File: src/rtl/bitp_pkg.sv
// shared constants, codes and control types for the bilinear lookup table
// no dependencies; imported by the interfaces and every module but bitp_div
`default_nettype none

package bitp_pkg;

    localparam int DEF_MAX_X_POINTS = 16;
    localparam int DEF_MAX_Y_POINTS = 16;
    localparam int DEF_VALUE_BITS   = 32;

    localparam int VAL_W      = 32;
    localparam int OP_W       = 2;
    localparam int IDX_W      = 4;
    localparam int CFG_IDX_W  = 2;
    localparam int CFG_DATA_W = 5;

    // item opcodes
    localparam logic [OP_W-1:0] OP_LOAD_X    = 2'd0;
    localparam logic [OP_W-1:0] OP_LOAD_Y    = 2'd1;
    localparam logic [OP_W-1:0] OP_LOAD_GRID = 2'd2;
    localparam logic [OP_W-1:0] OP_QUERY     = 2'd3;

    // configuration register indexes
    localparam logic [CFG_IDX_W-1:0] CFG_X_COUNT      = 2'd0;
    localparam logic [CFG_IDX_W-1:0] CFG_Y_COUNT      = 2'd1;
    localparam logic [CFG_IDX_W-1:0] CFG_TABLE_ENABLE = 2'd2;

    // blend pass select
    localparam logic [1:0] BL_ROW0 = 2'd0;
    localparam logic [1:0] BL_ROW1 = 2'd1;
    localparam logic [1:0] BL_COL  = 2'd2;

    typedef struct packed {
        logic       query_start;
        logic       query_off;
        logic       load_wr;
        logic       search_rd;
        logic       pair_load;
        logic       rd_issue;
        logic [1:0] rd_step;
        logic       diff_load;
        logic       div_start;
        logic       mul_load;
        logic       acc_load;
        logic [1:0] blend_sel;
        logic       out_load;
    } bitp_cmd_t;

    typedef struct packed {
        logic search_last;
        logic div_done;
        logic out_free;
    } bitp_status_t;

endpackage

`default_nettype wire

File: src/rtl/bitp_ctrl.sv
// controller state machine: writes load items and sequences one query through the datapath
// depends on bitp_pkg
`default_nettype none

module bitp_ctrl import bitp_pkg::*; (
    input  wire logic         clk,
    input  wire logic         rst_n,
    input  wire logic         item_valid,
    input  wire logic         item_is_query,
    input  wire logic         table_enable,
    input  wire bitp_status_t status,
    output logic              item_ready,
    output bitp_cmd_t         cmd
);

    localparam logic [3:0] ST_IDLE   = 4'd0;
    localparam logic [3:0] ST_SEARCH = 4'd1;
    localparam logic [3:0] ST_PAIR   = 4'd2;
    localparam logic [3:0] ST_READ   = 4'd3;
    localparam logic [3:0] ST_DIFF   = 4'd4;
    localparam logic [3:0] ST_DIVS   = 4'd5;
    localparam logic [3:0] ST_DIV    = 4'd6;
    localparam logic [3:0] ST_BMUL   = 4'd7;
    localparam logic [3:0] ST_BACC   = 4'd8;
    localparam logic [3:0] ST_FIN    = 4'd9;

    logic [3:0] state_reg, state_next;
    logic [2:0] cnt_reg, cnt_next;
    logic [1:0] bsel_reg, bsel_next;
    logic       fire;

    always_comb
    begin
        state_next = state_reg;
        cnt_next   = cnt_reg;
        bsel_next  = bsel_reg;
        cmd        = '0;
        cmd.rd_step   = cnt_reg[1:0];
        cmd.blend_sel = bsel_reg;
        item_ready = (state_reg == ST_IDLE);
        fire       = item_ready && item_valid;

        unique case (state_reg)
            ST_IDLE:
            begin
                if (fire && item_is_query)
                begin
                    cmd.query_start = 1'b1;
                    cmd.query_off   = !table_enable;
                    state_next      = table_enable ? ST_SEARCH : ST_FIN;
                end
                else if (fire)
                    cmd.load_wr = 1'b1;
            end
            ST_SEARCH:
            begin
                cmd.search_rd = !status.search_last;
                if (status.search_last)
                    state_next = ST_PAIR;
            end
            ST_PAIR:
            begin
                cmd.pair_load = 1'b1;
                cnt_next      = 3'd0;
                state_next    = ST_READ;
            end
            ST_READ:
            begin
                // pair reads and four corners, last one latched in the final cycle
                cmd.rd_issue = !cnt_reg[2];
                cnt_next     = cnt_reg + 3'd1;
                if (cnt_reg[2])
                    state_next = ST_DIFF;
            end
            ST_DIFF:
            begin
                cmd.diff_load = 1'b1;
                state_next    = ST_DIVS;
            end
            ST_DIVS:
            begin
                cmd.div_start = 1'b1;
                state_next    = ST_DIV;
            end
            ST_DIV:
            begin
                if (status.div_done)
                begin
                    bsel_next  = BL_ROW0;
                    state_next = ST_BMUL;
                end
            end
            ST_BMUL:
            begin
                cmd.mul_load = 1'b1;
                state_next   = ST_BACC;
            end
            ST_BACC:
            begin
                cmd.acc_load = 1'b1;
                if (bsel_reg == BL_COL)
                    state_next = ST_FIN;
                else
                begin
                    bsel_next  = (bsel_reg == BL_ROW0) ? BL_ROW1 : BL_COL;
                    state_next = ST_BMUL;
                end
            end
            ST_FIN:
            begin
                if (status.out_free)
                begin
                    cmd.out_load = 1'b1;
                    state_next   = ST_IDLE;
                end
            end
            default:
                state_next = ST_IDLE;
        endcase
    end

    always_ff @(posedge clk or negedge rst_n)
    begin
        if (!rst_n)
        begin
            state_reg <= ST_IDLE;
            cnt_reg   <= 3'd0;
            bsel_reg  <= BL_ROW0;
        end
        else
        begin
            state_reg <= state_next;
            cnt_reg   <= cnt_next;
            bsel_reg  <= bsel_next;
        end
    end

endmodule

`default_nettype wire

File: config.mk
export PLATFORM = sky130hd
export DESIGN_NAME = bitp_ctrl
export DESIGN_NICKNAME = d
export VERILOG_FILES = /design/src/rtl/bitp_pkg.sv /design/src/rtl/bitp_ctrl.sv
export SDC_FILE = /design/constraint.sdc
export NUM_CORES = 1
export LEC_CHECK = 0
export BUFFER_PORTS_ARGS = -buffer_cell sky130_fd_sc_hd__buf_4
export CORE_ASPECT_RATIO = 1.2
export CORE_MARGIN = 1.5
export CORE_UTILIZATION = 42
export DETAILED_ROUTE_END_ITERATION = 10
export GPL_ROUTABILITY_DRIVEN = 0
export GPL_TIMING_DRIVEN = 0
export PLACE_DENSITY = 0.72
export REMOVE_ABC_BUFFERS = 1
export SKIP_LAST_GASP = 1
export SYNTH_ARGS = -nofsm -noshare
export SYNTH_HDL_FRONTEND = slang
export SYNTH_SLANG_ARGS = --single-unit
File: constraint.sdc
create_clock -name clk -period 1.15 [get_ports clk]
set_input_delay 0.0575 -clock clk [delete_from_list [all_inputs] [get_ports clk]]
set_output_delay 0.0575 -clock clk [all_outputs]
set_load 0.1 [all_outputs]
==> impl_metrics.json, run 1 <==
{
  "status": "did not finish",
  "lastStage": "global routing",
  "error": "[ERROR DPL-0038] Utilization greater than 100%, impossible to legalize",
  "crit_endpoint": "cmd[13]",
  "cts_num_sinks": 9,
  "cts_buffers": 3,
  "detailed_place_hpwl_um": 1140,
  "worstEpCategory": "primary output",
  "yosys_warnings": 0,
  "io_pins": 24,
  "rows": 15,
  "netlist_instances": 83,
  "clock_path_buffers": 2,
  "io_buffers": 23,
  "fp.dieH_um": 46.5,
  "ys_seq_elements": 9,
  "syn_avg_cell_area_um2": 7.99,
  "ys_seq_area_share_pct": 34.0,
  "cts-root-buf": "clkbuf_4",
  "synth.distinct_cells": 31,
  "initial_core_util_pct": 45.3,
  "syn_area_um2": 663,
  "die_w_um": 39.3,
  "dp_cells": 116,
  "htree_num_levels": 1,
  "grt_max_degree": 10
}
-- cell usage after synthesis --
cell	n	area, µm²
a2bb2oi_1	1	8.76
nor3_2	1	10.0
o32ai_1	1	8.76
nor4_2	1	12.5
and3_1	1	6.26
a22oi_1	1	7.51
a32oi_1	1	8.76
clkbuf_2	1	5.00
a31oi_1	1	6.26
ha_1	1	12.5
a21o_1	1	7.51
nand2b_1	5	31.3
nor3_1	4	20.0
buf_2	2	10.0
a211oi_1	1	7.51
o311ai_1	1	8.76
dfrtp_1	9	225
inv_1	4	15.0
o21ai_0	6	30.0
o31ai_1	1	7.51
mux2i_1	3	30.0
nand3b_1	1	7.51
or3_1	1	6.26
o21ai_1	1	5.00
nor3b_1	2	15.0
nor2_1	8	30.0
buf_4	4	30.0
nand2_1	10	37.5
nor4_1	3	18.8
a21oi_1	3	15.0
nor2b_1	3	18.8
-- stage by stage --
step                worst slack [ps]  cell area [µm²]
CTS                             -445             1410
detailed placement              -531              812
global placement                -505              812
floorplan                      -3740              618
-- what timing repair did --
action                                  CTS
buffers inserted                         25
endpoints found under the setup margin   21
hold endpoints to repair                  9
gates cloned                              0
hold buffers                              1
pin swaps                                18
resized for setup                        82
-- cells by family after synthesis --
logic type | share of synthesized area, %
and+or+nand+nor | 32.3
AOI/OAI and AO/OA | 18.3
buffers and inverters | 9.06
DFF | 34.0
muxes | 4.53
adders and majority gates | 1.89
==> run 2: changes to the inputs <==
--- a/config.mk
+++ b/config.mk
@@ -6,13 +6,12 @@
 export NUM_CORES = 1
 export LEC_CHECK = 0
 export BUFFER_PORTS_ARGS = -buffer_cell sky130_fd_sc_hd__buf_4
-export CORE_ASPECT_RATIO = 1.2
-export CORE_MARGIN = 1.5
-export CORE_UTILIZATION = 42
+export CORE_AREA = 2 2 63 65
 export DETAILED_ROUTE_END_ITERATION = 10
+export DIE_AREA = 0 0 65 67
 export GPL_ROUTABILITY_DRIVEN = 0
 export GPL_TIMING_DRIVEN = 0
-export PLACE_DENSITY = 0.72
+export PLACE_DENSITY_LB_ADDON = 0.15
 export REMOVE_ABC_BUFFERS = 1
 export SKIP_LAST_GASP = 1
 export SYNTH_ARGS = -nofsm -noshare
==> constraint.sdc (replaced) <==
create_clock -name clk -period 1.5 [get_ports clk]
set_input_delay 0.075 -clock clk [delete_from_list [all_inputs] [get_ports clk]]
set_output_delay 0.075 -clock clk [all_outputs]
set_load 0.1 [all_outputs]
==> run 2 against run 1 <==
Against the previous run: the flow now finishes, with violations (setup timing); synthesized cell count unchanged; area after synthesis unchanged.
==> impl_metrics.json, run 2 <==
{
  "cts-root-buf": "clkbuf_8",
  "wl_per_cell_um": 14.8,
  "antenna_found_initial": 0,
  "clk_pin_slew_worst_paths_ps": 50,
  "synth_simple_gate_area_share_pct": 32.3,
  "grt_max_degree": 10,
  "cp.arrival_ps": 1570,
  "antenna_cells": 0,
  "detailed_place_hpwl_um": 1280,
  "hold_class": "in2reg",
  "cp-start-kind": "flop",
  "netlist_instances": 83,
  "syn_area_um2": 663,
  "core_region_area_um2": 3610,
  "slew_viol_final": 0,
  "reg2reg_from": "state_reg[2]$_DFFE_PN0P_",
  "route.vias.total": 833,
  "synth_mux_area_share_pct": 4.53,
  "min_from": "status[1]",
  "holdPathStages": 2,
  "setup_tns_ps": -1180,
  "holdPathEnd": "bsel_reg[1]$_DFFE_PN0P_",
  "layout-drive-gt1-share_pct": 65.4,
  "ff2ff_setup_slack_ps": -90,
  "clock_path_buffers": 2,
  "fmax_ghz": 0.609,
  "cts_num_sinks": 9,
  "synth_most_common_cell": "nand2_1",
  "drtAntennaViolNets": 0,
  "slew_headroom_pct": 73.9,
  "grt_pass1_wl_um": 3500,
  "worst-slew-pin-transition_ps": 391,
  "yosys_warnings": 0,
  "ys_seq_area_share_pct": 34.0,
  "grt_use_total_pct": 10.6,
  "fin_ws_ps": -142,
  "cts_tree": "yes",
  "fp.dieH_um": 67,
  "nets": 146,
  "reg2regPathDepth": 7,
  "synthXorXnorAreaFrac_pct": 0,
  "initial_core_util_pct": 18.4,
  "die-area_um2": 4360,
  "viasPerCell": 4.53,
  "synthTopCellsByArea": "dfrtp_1, nand2_1, nand2b_1",
  "synth-main-ff-cell": "dfrtp_1",
  "r2r_end": "state_reg[2]$_DFFE_PN0P_",
  "final_hold_viol_count": 0,
  "io_pins": 24,
  "grt_pass1_vias": 791,
  "ys_seq_elements": 9,
  "largest_reg_flops": 4,
  "synth.distinct_cells": 31,
  "synth-async-reset-ratio_pct": 100,
  "status": "finished with violations",
  "cp_max_fo": 5,
  "endpoint_kind": "output pin",
  "final_cell_mix": "buf_4, buf_6, buf_12",
  "drt_iter0_markers": 43,
  "finalSetupViolations": 16,
  "rows": 22,
  "yosys.area_share.adder_pct": 1.89,
  "die_w_um": 65,
  "yosysTopAreaCellShare_pct": 34.0,
  "area_delta_synth_final_pct": 130,
  "io_buffers": 23,
  "syn_avg_cell_area_um2": 7.99,
  "grt-ovfl-total": 0,
  "ys_top_cells_by_count": "nand2_1, dfrtp_1, nor2_1",
  "layout_commonest_cell": "buf_4",
  "skew_ps": 3.57,
  "cts_buffers": 3,
  "worstSkewPairLatency_ps": 230,
  "required_ps": 1420,
  "violations": "setup timing",
  "synth-edff-count": 0,
  "finalWirelength_um": 2730,
  "htree_num_levels": 1,
  "synth_top_family_by_area": "simple AND/OR/NAND/NOR gates",
  "period_share_pct": 109,
  "synth_top_area_cell": "dfrtp_1",
  "finalCriticalPeriod_ps": 1640,
  "dr.pass1.iters": 4,
  "synth_compound_area_share_pct": 18.3,
  "cap_violations": 0,
  "rsz0062_at_grt": "yes",
  "drc": 0,
  "path_class": "reg2out"
}
## run 2: layout make-up
type	count	area, µm²
clock buffers	4	45.0
fillers	344	2080
inverters	4	15.0
multi-input cells	63	583
flip-flops and latches	9	230
well taps	48	60.1
repair buffers	56	593
## run 2: through the flow
| step | area [µm²] | std cells | setup slack, ps | util (%) | hold WS [ps] |
|---|---|---|---|---|---|
| 6_report | 1530 | 184 | -142 | 42.3 | 43.5 |
| 2_1_floorplan | 618 | 76 | -3410 | - | -221 |
| 3_3_place_gp | 851 | 147 | -200 | 23.6 | -87.6 |
| 4_1_cts | 1210 | 173 | -101 | 33.7 | 48.6 |
| 3_5_place_dp | 851 | 147 | -202 | 23.6 | -88.0 |
| 5_1_grt | 1530 | 184 | -221 | 42.3 | 43.0 |
## run 2: worst max path at each step
stage               endpoint                      from  slack [ps]  cells past startpoint
detailed placement   cmd[13]  state_reg[2]$_DFFE_PN0P_        -200                      4
floorplan            cmd[13]  state_reg[2]$_DFFE_PN0P_       -3410                      3
CTS                  cmd[13]  state_reg[0]$_DFFE_PN0P_        -100                      4
global placement     cmd[13]  state_reg[2]$_DFFE_PN0P_        -200                      4
finish               cmd[13]  state_reg[2]$_DFFE_PN0P_        -140                      4
global route         cmd[13]  state_reg[2]$_DFFE_PN0P_        -220                      4
## run 2: repair_timing
action	in CTS	in global routing
buffers inserted	21	11
pin swaps	3	10
hold buffers	1	0
endpoints found under the hold margin	9	0
gates resized for setup	35	51
setup endpoints to repair	16	17
## run 2: logic make-up (layout without fill, tap and decap cells)
logic type | count (synthesis) | in the layout
adder cells (fa/ha/maj) | 1 | 1
AO/OA/AOI/OAI | 19 | 19
buffers and inverters | 11 | 64
multiplexers | 3 | 3
AND/OR/NAND/NOR | 40 | 40
flip-flops | 9 | 9
## run 2: critical path, stage by stage, from the launching register on
cell     delay [ps]
dfrtp_2         450
nor4_4          320
and3_4          230
nor2b_4         150
buf_12          180
## run 2: per-layer routing
metal  vias up  GRT usage [%]  part of all wire [%]
li1        400              -                     -
met2        19           17.9                    55
met3         4           3.38                   2.4
met4         0           6.12                   1.4
met5         -              0                     0
met1       410           11.7                    41
Power of run 2 is left out: the tool's default activity adds up to more than one toggle a clock period on the data nets, which glitch-free logic cannot reach.
==> run 3: changes to the inputs <==
--- a/config.mk
+++ b/config.mk
@@ -7,6 +7,7 @@
 export LEC_CHECK = 0
 export BUFFER_PORTS_ARGS = -buffer_cell sky130_fd_sc_hd__buf_4
 export CORE_AREA = 2 2 63 65
+export CTS_BUF_LIST = sky130_fd_sc_hd__clkbuf_4 sky130_fd_sc_hd__clkbuf_8 sky130_fd_sc_hd__clkbuf_16
 export DETAILED_ROUTE_END_ITERATION = 10
 export DIE_AREA = 0 0 65 67
 export GPL_ROUTABILITY_DRIVEN = 0
==> run 3 against run 2 <==
Against the previous run: cell count is 0.54% higher; largest cell class unchanged; die area stayed put; first-iteration DRC count is 7.0% higher; the flow still finishes with violations (setup timing); highest routed layer unchanged.
==> impl_metrics.json, run 3 (synthesized netlist as in run 2, its figures left out) <==
{
  "status": "finished with violations",
  "violations": "setup timing",
  "crit_slowest_cell": "dfrtp_2",
  "layout.area.seq_um2": 230,
  "ff2ff_setup_slack_ps": -70,
  "nets": 147,
  "fin_util_pct": 42.3,
  "layout_commonest_cell": "buf_4",
  "grt_pass1_vias": 783,
  "antenna_found_initial": 0,
  "initial_core_util_pct": 18.4,
  "cp_max_fo": 5,
  "rsz0062_at_grt": "yes",
  "slew_viol_final": 0,
  "skew_ps": 4.50,
  "finalCriticalPeriod_ps": 1630,
  "antenna_cells": 0,
  "grt-ovfl-total": 0,
  "io_pins": 24,
  "drtAntennaViolNets": 0,
  "layout-drive-gt1-share_pct": 65.0,
  "min_from": "status[1]",
  "finalSetupViolations": 15,
  "htree_num_levels": 1,
  "drt_iter0_markers": 46,
  "grt_pass1_wl_um": 3450,
  "grt_max_degree": 10,
  "cts_num_sinks": 9,
  "fmax_ghz": 0.614,
  "fin_ws_ps": -129,
  "io_buffers": 23,
  "path_class": "reg2out",
  "wl_per_cell_um": 13.2,
  "largest_reg_flops": 4,
  "endpoint_kind": "output pin",
  "final_area_um2": 1530,
  "die_w_um": 65,
  "viasPerCell": 4.45,
  "final_hold_viol_count": 0,
  "reg2reg_from": "state_reg[2]$_DFFE_PN0P_",
  "crit_start": "state_reg[2]$_DFFE_PN0P_",
  "critPathMaxStageDelay_ps": 450,
  "route.vias.total": 823,
  "clk_pin_slew_worst_paths_ps": 50,
  "clock_path_buffers": 2,
  "multi_input_area_um2": 562,
  "cp.arrival_ps": 1550,
  "grt_use_total_pct": 10.4,
  "detailed_place_hpwl_um": 1280,
  "die-area_um2": 4360,
  "rows": 22,
  "cp-start-kind": "flop",
  "hold_class": "in2reg",
  "reg2regPathDepth": 7,
  "post_dp_cell_area_um2": 851,
  "finalWirelength_um": 2440,
  "instances_no_fill": 185,
  "dr.pass1.iters": 4,
  "place_ws_ps": -202,
  "final_cell_mix": "buf_4, buf_12, buf_6",
  "slew_headroom_pct": 83.0,
  "core_region_area_um2": 3610,
  "cts-root-buf": "clkbuf_8",
  "cap_violations": 0,
  "drc": 0,
  "r2r_end": "state_reg[0]$_DFFE_PN0P_",
  "path_cells": "buf_4 > buf_6 > nand2b_4 > nor3_4 > buf_12",
  "dp_cells": 147,
  "filler_cell_count": 344,
  "holdPathEnd": "bsel_reg[1]$_DFFE_PN0P_",
  "fp.dieH_um": 67,
  "area_delta_synth_final_pct": 130,
  "period_share_pct": 109,
  "required_ps": 1420,
  "cts_tree": "yes",
  "worstSkewPairLatency_ps": 230,
  "cts_buffers": 3,
  "holdPathStages": 2,
  "worst-slew-pin-transition_ps": 252
}
-- run 3: what timing repair did --
action,4_1_cts,5_1_grt
hold endpoints to repair,9,0
hold buffers,1,0
endpoints found under the setup margin,16,17
resized for setup,35,47
pin swaps,3,8
setup buffers,21,12
-- run 3: worst max path at each step --
stage / end / slack (ps) / cells past startpoint
global placement: cmd[13] / -200 / 4
detailed placement: cmd[13] / -200 / 4
CTS: cmd[13] / -100 / 4
global route: cmd[12] / -190 / 5
finish: cmd[3] / -130 / 5
floorplan: cmd[13] / -3410 / 3
-- run 3: area by class of cell --
| class | instances | share of cell area [%] |
|---|---|---|
| repair buffers | 57 | 40.0 |
| inverters | 4 | 0.984 |
| flip-flops and latches | 9 | 15.1 |
| multi-input cells | 63 | 36.8 |
| well taps | 48 | 3.94 |
| clock buffers | 4 | 3.20 |
-- run 3: routing by layer --
layer	part of all wire, %	track usage (%)
met1	42	12.2
met2	54	17.8
met4	0.41	4.26
met3	3.8	2.87
met5	0	0
-- run 3: critical path, delay by kind of cell (launching register included) --
kind | cells | cell delay, ps
buffers and inverters | 3 | 480
DFF | 1 | 450
and+or+nand+nor | 2 | 380
-- run 3: metrics by stage --
stage | hold slack [ps] | TNS, ps
CTS | 48.0 | -325
floorplan | -221 | -26620
global placement | -87.6 | -776
finish | 54.3 | -1020
global route | 47.9 | -2290
detailed placement | -88.0 | -616
Power of run 3 is left out for the same reason.
